### src/design/dnsp_pkg.sv
`default_nettype none

package dnsp_pkg;

    // Upper bound on length bytes read for one name.
    localparam int unsigned MAX_LABELS = 128;

    // Largest plain label length; larger values are pointers or errors.
    localparam logic [7:0] LABEL_MAX_LEN = 8'd63;

    // Response header checks.
    localparam logic [15:0] FLAG_RESPONSE = 16'h8000;
    localparam logic [15:0] FLAG_RCODE = 16'h000F;
    localparam logic [7:0] PTR_MASK = 8'hC0;

    // Resource record values for an IPv4 address record.
    localparam logic [15:0] RR_TYPE_A = 16'd1;
    localparam logic [15:0] RR_CLASS_IN = 16'd1;
    localparam logic [15:0] RR_A_LEN = 16'd4;

    // Configuration register indexes.
    localparam logic [7:0] REG_QUERY_ACTIVE = 8'd0;
    localparam logic [7:0] REG_EXPECTED_ID = 8'd1;

    // Result status codes.
    localparam logic [1:0] ST_IGNORED = 2'd0;
    localparam logic [1:0] ST_FAIL = 2'd1;
    localparam logic [1:0] ST_FOUND = 2'd2;

    // Width of tdata on the result side: 66 bits of fields padded to bytes.
    localparam int unsigned RES_BITS = 2 + 32 + 32;
    localparam int unsigned RES_TDATA_W = ((RES_BITS + 7) / 8) * 8;

    // Parser phases.
    typedef enum logic [6:0] {
        PH_HEADER = 7'b0000001,
        PH_NAME   = 7'b0000010,
        PH_PTR    = 7'b0000100,
        PH_QFIXED = 7'b0001000,
        PH_AFIXED = 7'b0010000,
        PH_RDATA  = 7'b0100000,
        PH_DONE   = 7'b1000000
    } phase_t;

    // One result of a datagram.
    typedef struct packed {
        logic [31:0] ttl;
        logic [31:0] address;
        logic [1:0]  status;
    } result_t;

endpackage

`default_nettype wire

### src/design/dnsp_parser.sv
`default_nettype none

module dnsp_parser (
    input  wire logic              aclk,
    input  wire logic              aresetn,
    input  wire logic              byte_accept,
    input  wire logic [7:0]        data_byte,
    input  wire logic              last_byte,
    input  wire logic              query_active,
    input  wire logic [15:0]       expected_id,
    output logic                   res_valid,
    output dnsp_pkg::result_t      res_data
);
    import dnsp_pkg::*;

    // Parse state registers.
    phase_t      phase_reg, phase_next;
    logic [3:0]  byte_pos_reg, byte_pos_next;
    logic [31:0] shift_reg, shift_next;
    logic        flags_bad_reg, flags_bad_next;
    logic [15:0] q_left_reg, q_left_next;
    logic [15:0] a_left_reg, a_left_next;
    logic [5:0]  label_left_reg, label_left_next;
    logic [7:0]  labels_seen_reg, labels_seen_next;
    logic        type_ok_reg, type_ok_next;
    logic        class_ok_reg, class_ok_next;
    logic [31:0] ttl_reg, ttl_next;
    logic [15:0] data_left_reg, data_left_next;
    logic [31:0] addr_reg, addr_next;
    logic [1:0]  outcome_reg, outcome_next;

    logic        go_next_item;
    logic        go_name_done;
    logic [1:0]  status;

    // Next state for one byte.
    always_comb begin
        phase_next       = phase_reg;
        byte_pos_next    = byte_pos_reg;
        shift_next       = {shift_reg[23:0], data_byte};
        flags_bad_next   = flags_bad_reg;
        q_left_next      = q_left_reg;
        a_left_next      = a_left_reg;
        label_left_next  = label_left_reg;
        labels_seen_next = labels_seen_reg;
        type_ok_next     = type_ok_reg;
        class_ok_next    = class_ok_reg;
        ttl_next         = ttl_reg;
        data_left_next   = data_left_reg;
        addr_next        = addr_reg;
        outcome_next     = outcome_reg;
        go_next_item     = 1'b0;
        go_name_done     = 1'b0;

        unique case (phase_reg)
            PH_HEADER: begin
                byte_pos_next = byte_pos_reg + 4'd1;
                if (byte_pos_reg == 4'd1 && shift_next[15:0] != expected_id) begin
                    phase_next   = PH_DONE;
                    outcome_next = ST_IGNORED;
                end else if (byte_pos_reg == 4'd11) begin
                    if (flags_bad_reg) begin
                        phase_next   = PH_DONE;
                        outcome_next = ST_FAIL;
                    end else begin
                        go_next_item = 1'b1;
                    end
                end
                if (byte_pos_reg == 4'd3) begin
                    flags_bad_next = ((shift_next[15:0] & FLAG_RESPONSE) == 16'd0)
                                  || ((shift_next[15:0] & FLAG_RCODE) != 16'd0);
                end
                if (byte_pos_reg == 4'd5) q_left_next = shift_next[15:0];
                if (byte_pos_reg == 4'd7) a_left_next = shift_next[15:0];
            end
            PH_NAME: begin
                // Skip label bytes, then interpret the next length byte.
                if (label_left_reg != 6'd0) begin
                    label_left_next = label_left_reg - 6'd1;
                end else if (labels_seen_reg >= 8'(MAX_LABELS)) begin
                    phase_next   = PH_DONE;
                    outcome_next = ST_FAIL;
                end else begin
                    labels_seen_next = labels_seen_reg + 8'd1;
                    if (data_byte == 8'd0) begin
                        go_name_done = 1'b1;
                    end else if ((data_byte & PTR_MASK) == PTR_MASK) begin
                        phase_next = PH_PTR;
                    end else if (data_byte > LABEL_MAX_LEN) begin
                        phase_next   = PH_DONE;
                        outcome_next = ST_FAIL;
                    end else begin
                        label_left_next = data_byte[5:0];
                    end
                end
            end
            PH_PTR: begin
                go_name_done = 1'b1;
            end
            PH_QFIXED: begin
                byte_pos_next = byte_pos_reg + 4'd1;
                if (byte_pos_reg == 4'd3) begin
                    q_left_next  = q_left_reg - 16'd1;
                    go_next_item = 1'b1;
                end
            end
            PH_AFIXED: begin
                byte_pos_next = byte_pos_reg + 4'd1;
                if (byte_pos_reg == 4'd1) type_ok_next = (shift_next[15:0] == RR_TYPE_A);
                if (byte_pos_reg == 4'd3) class_ok_next = (shift_next[15:0] == RR_CLASS_IN);
                if (byte_pos_reg == 4'd7) ttl_next = shift_next;
                if (byte_pos_reg == 4'd9) begin
                    data_left_next = shift_next[15:0];
                    outcome_next   = (type_ok_reg && class_ok_reg
                                      && shift_next[15:0] == RR_A_LEN) ? ST_FOUND
                                                                       : ST_IGNORED;
                    if (shift_next[15:0] == 16'd0) begin
                        a_left_next  = a_left_reg - 16'd1;
                        go_next_item = 1'b1;
                    end else begin
                        phase_next = PH_RDATA;
                    end
                end
            end
            PH_RDATA: begin
                data_left_next = data_left_reg - 16'd1;
                if (data_left_reg == 16'd1) begin
                    if (outcome_reg == ST_FOUND) begin
                        addr_next    = shift_next;
                        phase_next   = PH_DONE;
                        outcome_next = ST_FOUND;
                    end else begin
                        a_left_next  = a_left_reg - 16'd1;
                        go_next_item = 1'b1;
                    end
                end
            end
            PH_DONE: begin
            end
            default: begin
                phase_next = PH_DONE;
            end
        endcase

        // End of a name: the fixed part follows.
        if (go_name_done) begin
            byte_pos_next = 4'd0;
            phase_next    = (q_left_reg != 16'd0) ? PH_QFIXED : PH_AFIXED;
        end

        // Start the next name, or stop when none is left.
        if (go_next_item) begin
            if (q_left_next != 16'd0 || a_left_next != 16'd0) begin
                phase_next       = PH_NAME;
                label_left_next  = 6'd0;
                labels_seen_next = 8'd0;
            end else begin
                phase_next   = PH_DONE;
                outcome_next = ST_FAIL;
            end
        end
    end

    // Status seen after the last byte has been taken.
    always_comb begin
        if (phase_next == PH_DONE) begin
            status = outcome_next;
        end else if (phase_next == PH_HEADER) begin
            status = ST_IGNORED;
        end else begin
            status = ST_FAIL;
        end
        if (!query_active) begin
            status = ST_IGNORED;
        end
    end

    assign res_valid        = byte_accept && last_byte;
    assign res_data.status  = status;
    assign res_data.address = (status == ST_FOUND) ? addr_next : 32'd0;
    assign res_data.ttl     = (status == ST_FOUND) ? ttl_next : 32'd0;

    // State update; the last byte of a datagram returns everything to reset.
    always_ff @(posedge aclk) begin
        if (!aresetn || (byte_accept && last_byte)) begin
            phase_reg       <= PH_HEADER;
            byte_pos_reg    <= 4'd0;
            shift_reg       <= 32'd0;
            flags_bad_reg   <= 1'b0;
            q_left_reg      <= 16'd0;
            a_left_reg      <= 16'd0;
            label_left_reg  <= 6'd0;
            labels_seen_reg <= 8'd0;
            type_ok_reg     <= 1'b0;
            class_ok_reg    <= 1'b0;
            ttl_reg         <= 32'd0;
            data_left_reg   <= 16'd0;
            addr_reg        <= 32'd0;
            outcome_reg     <= ST_IGNORED;
        end else if (byte_accept) begin
            phase_reg       <= phase_next;
            byte_pos_reg    <= byte_pos_next;
            shift_reg       <= shift_next;
            flags_bad_reg   <= flags_bad_next;
            q_left_reg      <= q_left_next;
            a_left_reg      <= a_left_next;
            label_left_reg  <= label_left_next;
            labels_seen_reg <= labels_seen_next;
            type_ok_reg     <= type_ok_next;
            class_ok_reg    <= class_ok_next;
            ttl_reg         <= ttl_next;
            data_left_reg   <= data_left_next;
            addr_reg        <= addr_next;
            outcome_reg     <= outcome_next;
        end
    end

`ifndef ASSERT_OFF
    // Pending label bytes exist only while a name is being skipped.
    a_label_in_name: assert property (@(posedge aclk) disable iff (!aresetn)
        label_left_reg != 6'd0 |-> phase_reg == PH_NAME)
        else $error("label byte count outside name phase");

    // A finished datagram leaves the parser at the start of a header.
    a_clear_after_last: assert property (@(posedge aclk) disable iff (!aresetn)
        byte_accept && last_byte |=> phase_reg == PH_HEADER && byte_pos_reg == 4'd0)
        else $error("parse state not cleared after last byte");

    // Address and TTL are reported only with a found record.
    a_zero_unless_found: assert property (@(posedge aclk) disable iff (!aresetn)
        res_valid && res_data.status != ST_FOUND
        |-> res_data.address == 32'd0 && res_data.ttl == 32'd0)
        else $error("address or TTL nonzero without a found record");

    // The label counter never runs past its limit.
    a_label_limit: assert property (@(posedge aclk) disable iff (!aresetn)
        labels_seen_reg <= 8'(MAX_LABELS))
        else $error("label count above limit");
`endif

endmodule

`default_nettype wire

### src/design/dnsp_out_buf.sv
`default_nettype none

module dnsp_out_buf (
    input  wire logic              aclk,
    input  wire logic              aresetn,
    input  wire logic              push_valid,
    input  wire dnsp_pkg::result_t push_data,
    output logic                   push_ready,
    output logic                   m_valid,
    input  wire logic              m_ready,
    output dnsp_pkg::result_t      m_data
);
    import dnsp_pkg::*;

    // Output register plus a skid entry behind it.
    logic    main_valid_reg, main_valid_next;
    logic    skid_valid_reg, skid_valid_next;
    result_t main_data_reg, main_data_next;
    result_t skid_data_reg, skid_data_next;
    logic    pop;
    logic    push;

    assign push_ready = !skid_valid_reg;
    assign pop        = main_valid_reg && m_ready;
    assign push       = push_valid && push_ready;
    assign m_valid    = main_valid_reg;
    assign m_data     = main_data_reg;

    // Move results forward; the skid entry refills the output register first.
    always_comb begin
        main_valid_next = main_valid_reg;
        skid_valid_next = skid_valid_reg;
        main_data_next  = main_data_reg;
        skid_data_next  = skid_data_reg;
        if (pop) begin
            if (skid_valid_reg) begin
                main_data_next  = skid_data_reg;
                skid_valid_next = 1'b0;
            end else begin
                main_valid_next = push;
                main_data_next  = push_data;
            end
        end else if (push) begin
            if (!main_valid_reg) begin
                main_valid_next = 1'b1;
                main_data_next  = push_data;
            end else begin
                skid_valid_next = 1'b1;
                skid_data_next  = push_data;
            end
        end
    end

    always_ff @(posedge aclk) begin
        if (!aresetn) begin
            main_valid_reg <= 1'b0;
            skid_valid_reg <= 1'b0;
        end else begin
            main_valid_reg <= main_valid_next;
            skid_valid_reg <= skid_valid_next;
        end
        main_data_reg <= main_data_next;
        skid_data_reg <= skid_data_next;
    end

`ifndef ASSERT_OFF
    // The skid entry is only used behind a full output register.
    a_skid_behind_main: assert property (@(posedge aclk) disable iff (!aresetn)
        skid_valid_reg |-> main_valid_reg)
        else $error("skid entry holds data with output register empty");

    // The skid entry fills only when the output register is stalled.
    a_skid_fill: assert property (@(posedge aclk) disable iff (!aresetn)
        $rose(skid_valid_reg) |-> $past(main_valid_reg && !m_ready && push_valid))
        else $error("skid entry filled without a stall");

    // A stalled skid entry keeps its result.
    a_skid_hold: assert property (@(posedge aclk) disable iff (!aresetn)
        skid_valid_reg && !m_ready |=> skid_valid_reg && $stable(skid_data_reg))
        else $error("skid entry changed while stalled");
`endif

endmodule

`default_nettype wire

### src/design/dns_a_record_response_parser.sv
`default_nettype none

// DNS response parser for IPv4 address records. Payload bytes enter on the
// s_ stream, one byte per transaction, with s_tlast on the final byte of
// the datagram; one result leaves on the m_ stream for every datagram. It is
// presented from the cycle after its last byte is taken, or later when older
// results still wait on the m_ side. The parser is a per-byte state
// update between its state registers and a two-entry output buffer, so it
// takes one byte every cycle; s_tready drops only when two results are
// waiting on the m_ side. Status 0 means ignored (no query active, short
// header or identifier mismatch), 1 means malformed or no address record,
// 2 means found with the address and TTL of the first IN A record.
// Program query_active and expected_id through the cfg_ port between
// datagrams; query_active is sampled on the last byte, expected_id on the
// second header byte. There is no startup clearing pass.
module dns_a_record_response_parser (
    input  wire logic        aclk,
    input  wire logic        aresetn,
    // Payload stream.
    input  wire logic        s_tvalid,
    output logic             s_tready,
    input  wire logic [7:0]  s_tdata,   // [7:0] data_byte
    input  wire logic        s_tlast,   // last_byte
    // Result stream.
    output logic             m_tvalid,
    input  wire logic        m_tready,
    output logic [dnsp_pkg::RES_TDATA_W-1:0] m_tdata,
    // m_tdata: [1:0] status, [33:2] address, [65:34] ttl, rest zero
    // Configuration writes.
    input  wire logic        cfg_valid,
    output logic             cfg_ready,
    input  wire logic [7:0]  cfg_index,
    input  wire logic [15:0] cfg_data
);
    import dnsp_pkg::*;

    logic        query_active_reg;
    logic [15:0] expected_id_reg;
    logic        byte_accept;
    logic        res_valid;
    result_t     res_data;
    result_t     out_data;

    // Configuration registers; writes to unknown indexes are dropped.
    assign cfg_ready = 1'b1;

    always_ff @(posedge aclk) begin
        if (!aresetn) begin
            query_active_reg <= 1'b0;
            expected_id_reg  <= 16'd0;
        end else if (cfg_valid) begin
            if (cfg_index == REG_QUERY_ACTIVE) query_active_reg <= cfg_data[0];
            if (cfg_index == REG_EXPECTED_ID) expected_id_reg <= cfg_data;
        end
    end

    assign byte_accept = s_tvalid && s_tready;

    dnsp_parser u_parser (
        .aclk         (aclk),
        .aresetn      (aresetn),
        .byte_accept  (byte_accept),
        .data_byte    (s_tdata),
        .last_byte    (s_tlast),
        .query_active (query_active_reg),
        .expected_id  (expected_id_reg),
        .res_valid    (res_valid),
        .res_data     (res_data)
    );

    dnsp_out_buf u_out_buf (
        .aclk       (aclk),
        .aresetn    (aresetn),
        .push_valid (res_valid),
        .push_data  (res_data),
        .push_ready (s_tready),
        .m_valid    (m_tvalid),
        .m_ready    (m_tready),
        .m_data     (out_data)
    );

    // Pack the result with status in the lowest bits.
    assign m_tdata = RES_TDATA_W'({out_data.ttl, out_data.address,
                                   out_data.status});

endmodule

`default_nettype wire
### config.mk
export PLATFORM = sky130hd
export DESIGN_NAME = dns_a_record_response_parser
export DESIGN_NICKNAME = d
export VERILOG_FILES = /design/src/design/dnsp_pkg.sv /design/src/design/dnsp_parser.sv /design/src/design/dnsp_out_buf.sv /design/src/design/dns_a_record_response_parser.sv
export SDC_FILE = /design/constraint.sdc
export NUM_CORES = 1
export LEC_CHECK = 0
export BUFFER_PORTS_ARGS = -buffer_cell sky130_fd_sc_hd__buf_4
export CORE_MARGIN = 10
export CORE_UTILIZATION = 45
export CTS_BUF_LIST = sky130_fd_sc_hd__clkbuf_16
export CTS_CLUSTER_SIZE = 25
export DETAILED_ROUTE_END_ITERATION = 10
export GPL_TIMING_DRIVEN = 0
export PLACE_DENSITY = 0.6
export SLEW_MARGIN = 5
export SYNTH_ARGS = -nofsm -noshare
export SYNTH_HDL_FRONTEND = slang
export SYNTH_HIERARCHICAL = 1
export SYNTH_SLANG_ARGS = --single-unit
### constraint.sdc
create_clock -name aclk -period 8.8 [get_ports aclk]
set_clock_uncertainty 0.1 [all_clocks]
set_input_delay 0.88 -clock aclk [delete_from_list [all_inputs] [get_ports aclk]]
set_output_delay 0.88 -clock aclk [all_outputs]
set_load 0.05 [all_outputs]
== Word-level counts from Yosys, hierarchy flattened ==
Cells that the tools add are included.
Word-level totals
  flip-flop bits (word level): 317
  input port bits: 38
  output and inout bits: 75
  word-level logic and storage cells: 186
Cells by class
  add/sub/neg operators: 6
  $lt $le $gt $ge: 2
  equal/unequal tests: 26
  mux-type cells: 88
  bitwise operators: 2
  reduce and logical (&&, ||, !) cells: 38
Operators with widths (count)
  two-way mux 66 bit: 4
  two-way mux 32 bit: 7
  two-way mux 16 bit: 8
  two-way mux 7 bit: 15
  case mux 16 bit (2 select lines): 2
  nonzero test 16 bit: 4
  two-way mux 6 bit: 8
  case mux 16 bit (3 select lines): 1
  subtractor 16 x 1 -> 16 bit, second input constant: 3
  two-way mux 8 bit: 5
  case mux 7 bit (5 select lines): 1
  equality test 16 x 1 -> 1 bit, second input constant: 2
  logical NOT 16 bit: 2
  two-way mux 2 bit: 16
  equality test 16 x 3 -> 1 bit, second input constant: 1
  logical NOT 8 bit: 2
  != test 16 bit: 1
  two-way mux 1 bit: 15
  AND reduction 3 bit: 5
  equality test 7 x 1 -> 1 bit, second input constant: 2
  equality test 7 bit, second input constant: 2
  AND reduction 2 bit: 6
  adder 8 x 1 -> 8 bit, second input constant: 1
  equality test 4 x 3 -> 1 bit, second input constant: 2
  other kinds (29): 47

== Depth between registers and ports, before layout ==
Gate-level depths: netlist of the first run.
  depth in word-level cells: 18
  mapped depth: 14
  gate-level depth less buffers: 12

== Modules after synthesis ==
Netlist of the first run, hierarchy kept.
Modules (own cells, without submodules)
  dnsp_parser: instances 1, cells each 1422, area an instance 9958.3 um^2, seq. area each 3323.2 um^2
  dnsp_out_buf: instances 1, cells each 219, area an instance 5026.1 um^2, seq. area each 4003.8 um^2
  dns_a_record_response_parser: instances 1, cells each 86, area an instance 780.7 um^2, seq. area each 340.3 um^2

== Worst setup path before layout of the first run ==
Ideal clock, no wire load.
  kind: input port to flip-flop
  start point: in s_tvalid
  end point: reg u_out_buf/skid_data_reg[0] in the netlist's numbering, enable pin
  setup time: 0.587 ns
  arrival time: 6.134 ns
  required time: 8.113 ns
  path slack: 1.979 ns
  cell stages on the path: 5
  path buffers: 0
  path through: and2_1 > nand2_1 > inv_1 > nand2_1 > nor3b_1
On the way
  cells in the longest elaborated chain, start to end: 4
RTL lines
  start, declared: RTL line dns_a_record_response_parser.sv:20  | input wire logic s_tvalid,
  logical AND 1 bit: RTL line dns_a_record_response_parser.sv:57  | assign byte_accept = s_tvalid && s_tready;
  logical AND 1 bit: RTL line dnsp_parser.sv:178  | assign res_valid = byte_accept && last_byte;
  net res_valid: RTL line dns_a_record_response_parser.sv:40  | logic res_valid;
  logical AND 1 bit: RTL line dnsp_out_buf.sv:25  | assign push = push_valid && push_ready;
  AND reduction 3 bit (no source line)
  end signal, assigned: RTL line dnsp_out_buf.sv:63  | skid_data_reg <= skid_data_next;
  end, declared: RTL line dnsp_out_buf.sv:19  | result_t skid_data_reg, skid_data_next;
The timed path passes the listed nets, and every way through them passes these cells.
A chain may end at the register's enable or synchronous reset.

==> results of run 1 <==
-- cells by family after synthesis --
kind of cell,count (synthesis),synth area share [%]
and+or+nand+nor,728,21.5
AOI/OAI and AO/OA,366,14.1
DFF,317,48.6
buffers and inverters,160,4.50
muxes,114,8.74
xor gates and xnor gates,31,1.72
adders and majority gates,9,0.714
other,2,0.0476
-- cell usage in the layout (no fill, tap or decap), drive strengths merged, types with 15 or more instances in the layout --
cell / count
a211oi: 20
a21oi: 185
and2: 18
buf: 147
clkbuf: 132
clkinv: 15
dfxtp: 185
edfxtp: 132
inv: 37
mux2: 69
mux2i: 45
nand2: 385
nand3: 37
nand4: 20
nor2: 124
nor3: 33
nor4: 21
o21ai: 53
xnor2: 24
-- routing by layer --
metal | track usage (%) | vias up | part of all wire (%)
met5 | 0 | - | 0
met4 | 7.85 | 0 | 3.4
met3 | 4.06 | 110 | 7.3
met2 | 33.5 | 532 | 45
met1 | 29.0 | 6503 | 45
li1 | - | 6436 | -
-- final cells by class --
type,instances,area share [%]
timing repair buffer,111,4.76
inverter,28,0.573
sequential,317,41.8
multi-input combinational,1255,40.5
tap,455,3.10
clock inverter,29,1.06
clock buffer,36,4.91
buffer,132,3.29
-- metrics by stage --
| step | std cells | setup TNS, ps | util [%] | instance area [um2] | power (uW) |
|---|---|---|---|---|---|
| after floorplan | 1732 | 0 | - | 15800 | 1820 |
| after detailed placement | 2298 | 0 | 49.9 | 17300 | 1940 |
| final | 2363 | 0 | 53.1 | 18400 | 3310 |
| after global placement | 2291 | -10080 | 49.6 | 17100 | 1940 |
| after global routing | 2363 | 0 | 53.1 | 18400 | 3430 |
| after CTS | 2363 | 0 | 53.1 | 18300 | 3340 |
-- power by group through the flow --
stage               Combinational (uW)  Sequential, uW  Clock (uW)
finish                             337            1570        1400
global route                       356            1580        1490
CTS                                333            1570        1440
detailed placement                 331            1610           0
global placement                   325            1610           0
floorplan                          145            1670           0
-- critical path, delay by kind of cell --
family / cells / cell delay (ps)
compound gates: 4 / 2070
xor+xnor: 1 / 190
buf+inv: 3 / 1140
mux: 1 / 240
simple gates: 3 / 1270
-- worst max path at each step --
stage                     startpoint                                    end
after floorplan             s_tvalid   u_out_buf/skid_data_reg[0]$_DFFE_PP_
after global placement      s_tvalid  u_out_buf/skid_data_reg[47]$_DFFE_PP_
after detailed placement  s_tdata[5]         u_out_buf/m_data[14]$_DFFE_PP_
after CTS                 s_tdata[5]         u_out_buf/m_data[14]$_DFFE_PP_
after global routing      s_tdata[5]         u_out_buf/m_data[14]$_DFFE_PP_
final                     s_tdata[5]         u_out_buf/m_data[14]$_DFFE_PP_
==> reports/results.txt, run 1 <==
number of antenna violations at the first check in global routing - 0
maxcap violations - 0
CP endpoint kind - register
Leak - 0.00644 uW
Worst Hold Depth - 2
cell row count - 68
routed wire length - 48,300 um
Worst R2R Start - u_parser/shift_reg[1]$_SDFFE_PP0P_
NetSw - 853 uW
H-tree levels - 2
Peak VDD IR - 0.123 mV
Setup-failing EPs final - 0
Top FF cell, synth - dfxtp_1
grt ovf - 0
crit-path max cell delay - 1030 ps
FFs w/ async S/R, synth - 0%
Int Pwr - 2460 uW
count leader, synth - nand2_1
clock share of power - 42.3%
Min Hold Slack - 351 ps
Yosys reg bits - 317
Cell variety after synth - 83
Num Clock Sinks - 317
Fill cells - 3,269
Vias/cell - 5.75
max-slew violation count - 0
router iterations before antenna repair - 7
largest net degree at the start of global routing - 31
clk root buf - clkbuf_16
IO Pins - 113
Reg clk slew, reported paths - 60 ps
Nets - 1,928
DP HPWL - 34,400 um
worst path required time - 9090 ps
CP max FO - 10
RSZ-0062 raised after global routing - false
ratio of cells with drive above 1 in the final layout - 15.2%
EDFF count, synth - 132
Slowest-stage cell, CP - a2111oi_0
largest cells by area after synthesis - edfxtp_1 25%, dfxtp_1 23%, nand2_1 9.2%, a21oi_1 5.9%, mux2_4 3.8%
Post-DRT Antenna Nets - 0
synth cell count leaders - 385 x nand2_1, 185 x a21oi_1, 185 x dfxtp_1
share of the synthesized area in the top cell type - 25.1%
reg-to-reg slack, setup - 3370 ps
Mapped Avg Cell Area - 9.13 um2
core footprint - 34,500 um2
initial DRC count - 1,345
Total GRT Usage - 21.5%
die area - 42,900 um2
later-pin clock latency in the skew report - 520 ps
reg2reg end - u_out_buf/m_data[14]$_DFFE_PP_
Post-Syn Instances - 1,727
Multi-input gate area - 7440 um2
clock buffer count from CTS - 36
drt wl/cell - 20.5 um
wire length of the first global-routing pass - 74,900 um
status - finished, final reports clean
Worst-Margin Slew - 1160 ps
area delta synth->final - 16.4%
Power Dens Cells - 180 nW/um2
clock period minus final worst setup slack - 5520 ps
CP Class - in2reg
most frequent cell on the critical path - clkbuf_1
CTS resizes - 0
Remaining DRCs - 0
Comb pwr share - 10.2%
Final Hold Vio Count - 0
Register Area - 7670 um2
input/output buffers - 104
Min-Delay Path Class - reg2reg
Routability Congestion - 0.978
crit path launch type - input pin
Yosys top cell by area - edfxtp_1
vias in the first global route - 12,700
CTS hold repair buffers - 0
Synth Cell Area - 15,800 um2
via count - 13,600
hold path start - u_parser/addr_reg[13]$_SDFFE_PP0P_
total number of yosys warnings - 6
Critical Path AT - 5810 ps
Flop pwr share - 47.5%
worst reg2reg path depth - 11
chip width - 207 um
CTS tree - built
pre-CTS worst setup slack - 2700 ps
Max Root-Sink Buffers - 3
Critical Path, Cell by Cell - buf_4 -> clkbuf_1 -> xnor2_1 -> nand4_1 -> nor4_1 -> o211ai_1 -> a2111oi_0 -> and2_1 -> o2111ai_2 -> clkbuf_1 -> a21oi_1 -> mux2_2
Post-CTS Setup Inserts - 0
Max transition margin - 20.5%
antenna cells - 0
DIE HEIGHT - 207 um
post-synthesis sequential area ratio - 48.6%
starting density of the core - 45.6%
Switching Fraction - 25.8%
Min-Delay Endpoint - u_parser/addr_reg[13]$_SDFFE_PP0P_
setup ws final - 3280 ps
fmax - 181 MHz
final period utilization - 62.7%
(Power assumes the default switching activity.)
==> run 2, diff against run 1 <==
==> constraint.sdc (replaced) <==
create_clock -name aclk -period 5.8 [get_ports aclk]
set_clock_uncertainty 0.1 [all_clocks]
set_input_delay 0.58 -clock aclk [delete_from_list [all_inputs] [get_ports aclk]]
set_output_delay 0.58 -clock aclk [all_outputs]
set_load 0.05 [all_outputs]
==> run 2 against run 1 <==
Net effect: the run now ends with setup timing left; final area rose by 0.91%; sequential share of layout area fell by 0.38 points; hold slack got worse by 190 ps; non-clock buffer count fell by 2; highest routed layer unchanged.
==> reports/results.txt, run 2 (synthesis gave the netlist of run 1 again) <==
Non-Filler Instances - 2,362 (-0.042%)
setup ws final - -10.5 ps (-3290 ps)
Nets - 1,927 (-0.052%)
worst reg2reg path depth - 11 (unchanged)
failing checks - setup timing
via count - 13,500 (-0.85%)
Comb pwr share - 9.6% (-0.6 points)
final period utilization - 100%
Setup-failing EPs final - 2 (+2)
IO Pins - 113 (unchanged)
Remaining DRCs - 0 (unchanged)
DP HPWL - 34,900 um (+1.6%)
Worst-Margin Slew - 1310 ps (+146 ps)
Critical Path AT - 6100 ps (+290 ps)
Critical Path, Cell by Cell - clkbuf_1 -> xnor2_1 -> nand4_1 -> nor4_1 -> o211ai_1 -> a2111oi_0 -> and2_1 -> o2111ai_1 -> clkbuf_1 -> a21oi_1 -> mux2_4
CP endpoint kind - register
router iterations before antenna repair - 5 (-2)
commonest non-fill, non-tap cell in the layout - nand2_1
ratio of cells with drive above 1 in the final layout - 15.2% (about the same)
routed wire length - 49,100 um (+1.6%)
CTS tree - built
H-tree levels - 2 (unchanged)
RSZ-0062 raised after global routing - false
chip width - 207 um (unchanged)
CTS resizes - 0 (unchanged)
commonest cells after routing, fill and taps aside - 385 x nand2_1, 185 x dfxtp_1, 185 x a21oi_1, 132 x edfxtp_1, 124 x nor2_1
grt ovf - 0 (unchanged)
input/output buffers - 104 (unchanged)
CP Class - reg2reg
pre-CTS worst setup slack - -40.6 ps (-2740 ps)
Vias/cell - 5.70 (-0.80%)
die area - 42,900 um2 (unchanged)
Total GRT Usage - 21.9% (+0.40 points)
status - finished, violations left
CP max FO - 10 (unchanged)
largest net degree at the start of global routing - 31 (unchanged)
CTS hold repair buffers - 0 (unchanged)
clock buffer count from CTS - 37 (+2.8%)
drt wl/cell - 20.8 um (+1.6%)
Flop pwr share - 44.8% (-2.7 points)
Max transition margin - 10.6% (-10 points)
maxcap violations - 0 (unchanged)
Setup TNS - -19.1 ps (-19.1 ps)
most frequent cell on the critical path - clkbuf_1
Switching Fraction - 24.8% (-0.96 points)
NetSw - 1320 uW (+55%)
Slowest-stage cell, CP - a2111oi_0
Min Hold Slack - 166 ps (-186 ps)
Max Root-Sink Buffers - 3 (unchanged)
Power Dens Cells - 288 nW/um2 (+60%)
Int Pwr - 4010 uW (+63%)
worst path required time - 6090 ps (-3000 ps)
number of antenna violations at the first check in global routing - 0 (unchanged)
Crit. Startpoint - u_parser/shift_reg[2]$_SDFFE_PP0P_
crit path launch type - register
later-pin clock latency in the skew report - 530 ps (about the same)
crit-path max cell delay - 1130 ps (+100 ps)
Worst R2R Start - u_parser/shift_reg[2]$_SDFFE_PP0P_
placed cell count - 2,296 (-0.087%)
Worst Hold Depth - 2 (unchanged)
DIE HEIGHT - 207 um (unchanged)
reg-to-reg slack, setup - -10 ps (-3380 ps)
Post-DRT Antenna Nets - 0 (unchanged)
Post-CTS Setup Inserts - 0 (unchanged)
Peak VDD IR - 0.223 mV (+82%)
clk root buf - clkbuf_16
reg2reg end - u_out_buf/m_data[28]$_DFFE_PP_
fmax - 172 MHz
initial DRC count - 1,415 (+5.2%)
Reg clk slew, reported paths - 60 ps (about the same)
overall power - 5330 uW (+61%)
Routability Congestion - 0.967 (-1.2%)
starting density of the core - 45.6% (unchanged)
Worst Setup EP - u_out_buf/m_data[28]$_DFFE_PP_
clock share of power - 45.5% (+3.2 points)
Num Clock Sinks - 317 (unchanged)
cell row count - 68 (unchanged)
wire length of the first global-routing pass - 76,100 um (+1.6%)
max-slew violation count - 0 (unchanged)
antenna cells - 0 (unchanged)
vias in the first global route - 12,900 (+1.5%)
Leak - 0.00652 uW (+1.2%)
area delta synth->final - 17.5%
Min-Delay Path Class - in2reg
Final Hold Vio Count - 0 (unchanged)
clock period minus final worst setup slack - 5810 ps
core footprint - 34,500 um2 (unchanged)
## run 2: worst min path at each step
stage / from / to / slack (ps)
floorplan: u_parser/addr_reg[24]$_SDFFE_PP0P_ / u_parser/addr_reg[24]$_SDFFE_PP0P_ / 330
global placement: u_parser/addr_reg[0]$_SDFFE_PP0P_ / u_parser/addr_reg[0]$_SDFFE_PP0P_ / 340
detailed placement: u_parser/addr_reg[14]$_SDFFE_PP0P_ / u_parser/addr_reg[14]$_SDFFE_PP0P_ / 340
CTS: cfg_index[0] / query_active_reg$_SDFFE_PN0P_ / 150
global route: cfg_index[0] / query_active_reg$_SDFFE_PN0P_ / 170
finish: cfg_index[0] / query_active_reg$_SDFFE_PN0P_ / 170
## run 2: critical path, delay by kind of cell (launching register included)
family,cells,cell delay [ps]
xor+xnor,1,200
flops,1,330
simple gates,3,1320
buf+inv,2,1250
compound gates,4,2280
mux,1,200
## run 2: layout make-up
cell class              count  area [um2]
plain buffers             132         604
clock buffers              38         951
clock inverters            28         313
fillers                  3247       16000
inverters                  28         105
multi-input cells        1255        7440
flip-flops and latches    317        7670
well taps                 455         569
repair buffers            109         873
## run 2: metrics by stage
stage                     instance area [um2]  util, %
after floorplan                         15800        -
after global placement                  17100     49.6
after detailed placement                17300     50.0
after CTS                               18500     53.6
after global routing                    18500     53.6
final                                   18500     53.6
## run 2: power groups by stage
stage | registers (uW) | logic [uW] | clock network, uW
finish | 2390 | 514 | 2430
global route | 2390 | 538 | 2580
CTS | 2390 | 508 | 2480
detailed placement | 2440 | 507 | 0
global placement | 2440 | 498 | 0
floorplan | 2530 | 220 | 0
## run 2: per-layer routing
layer,global-route usage (%),wire length (um),up-vias
li1,-,-,6425
met1,29.2,21800,6422
met2,35.1,22300,535
met3,3.91,3580,84
met4,7.05,1360,0
met5,0,0,-
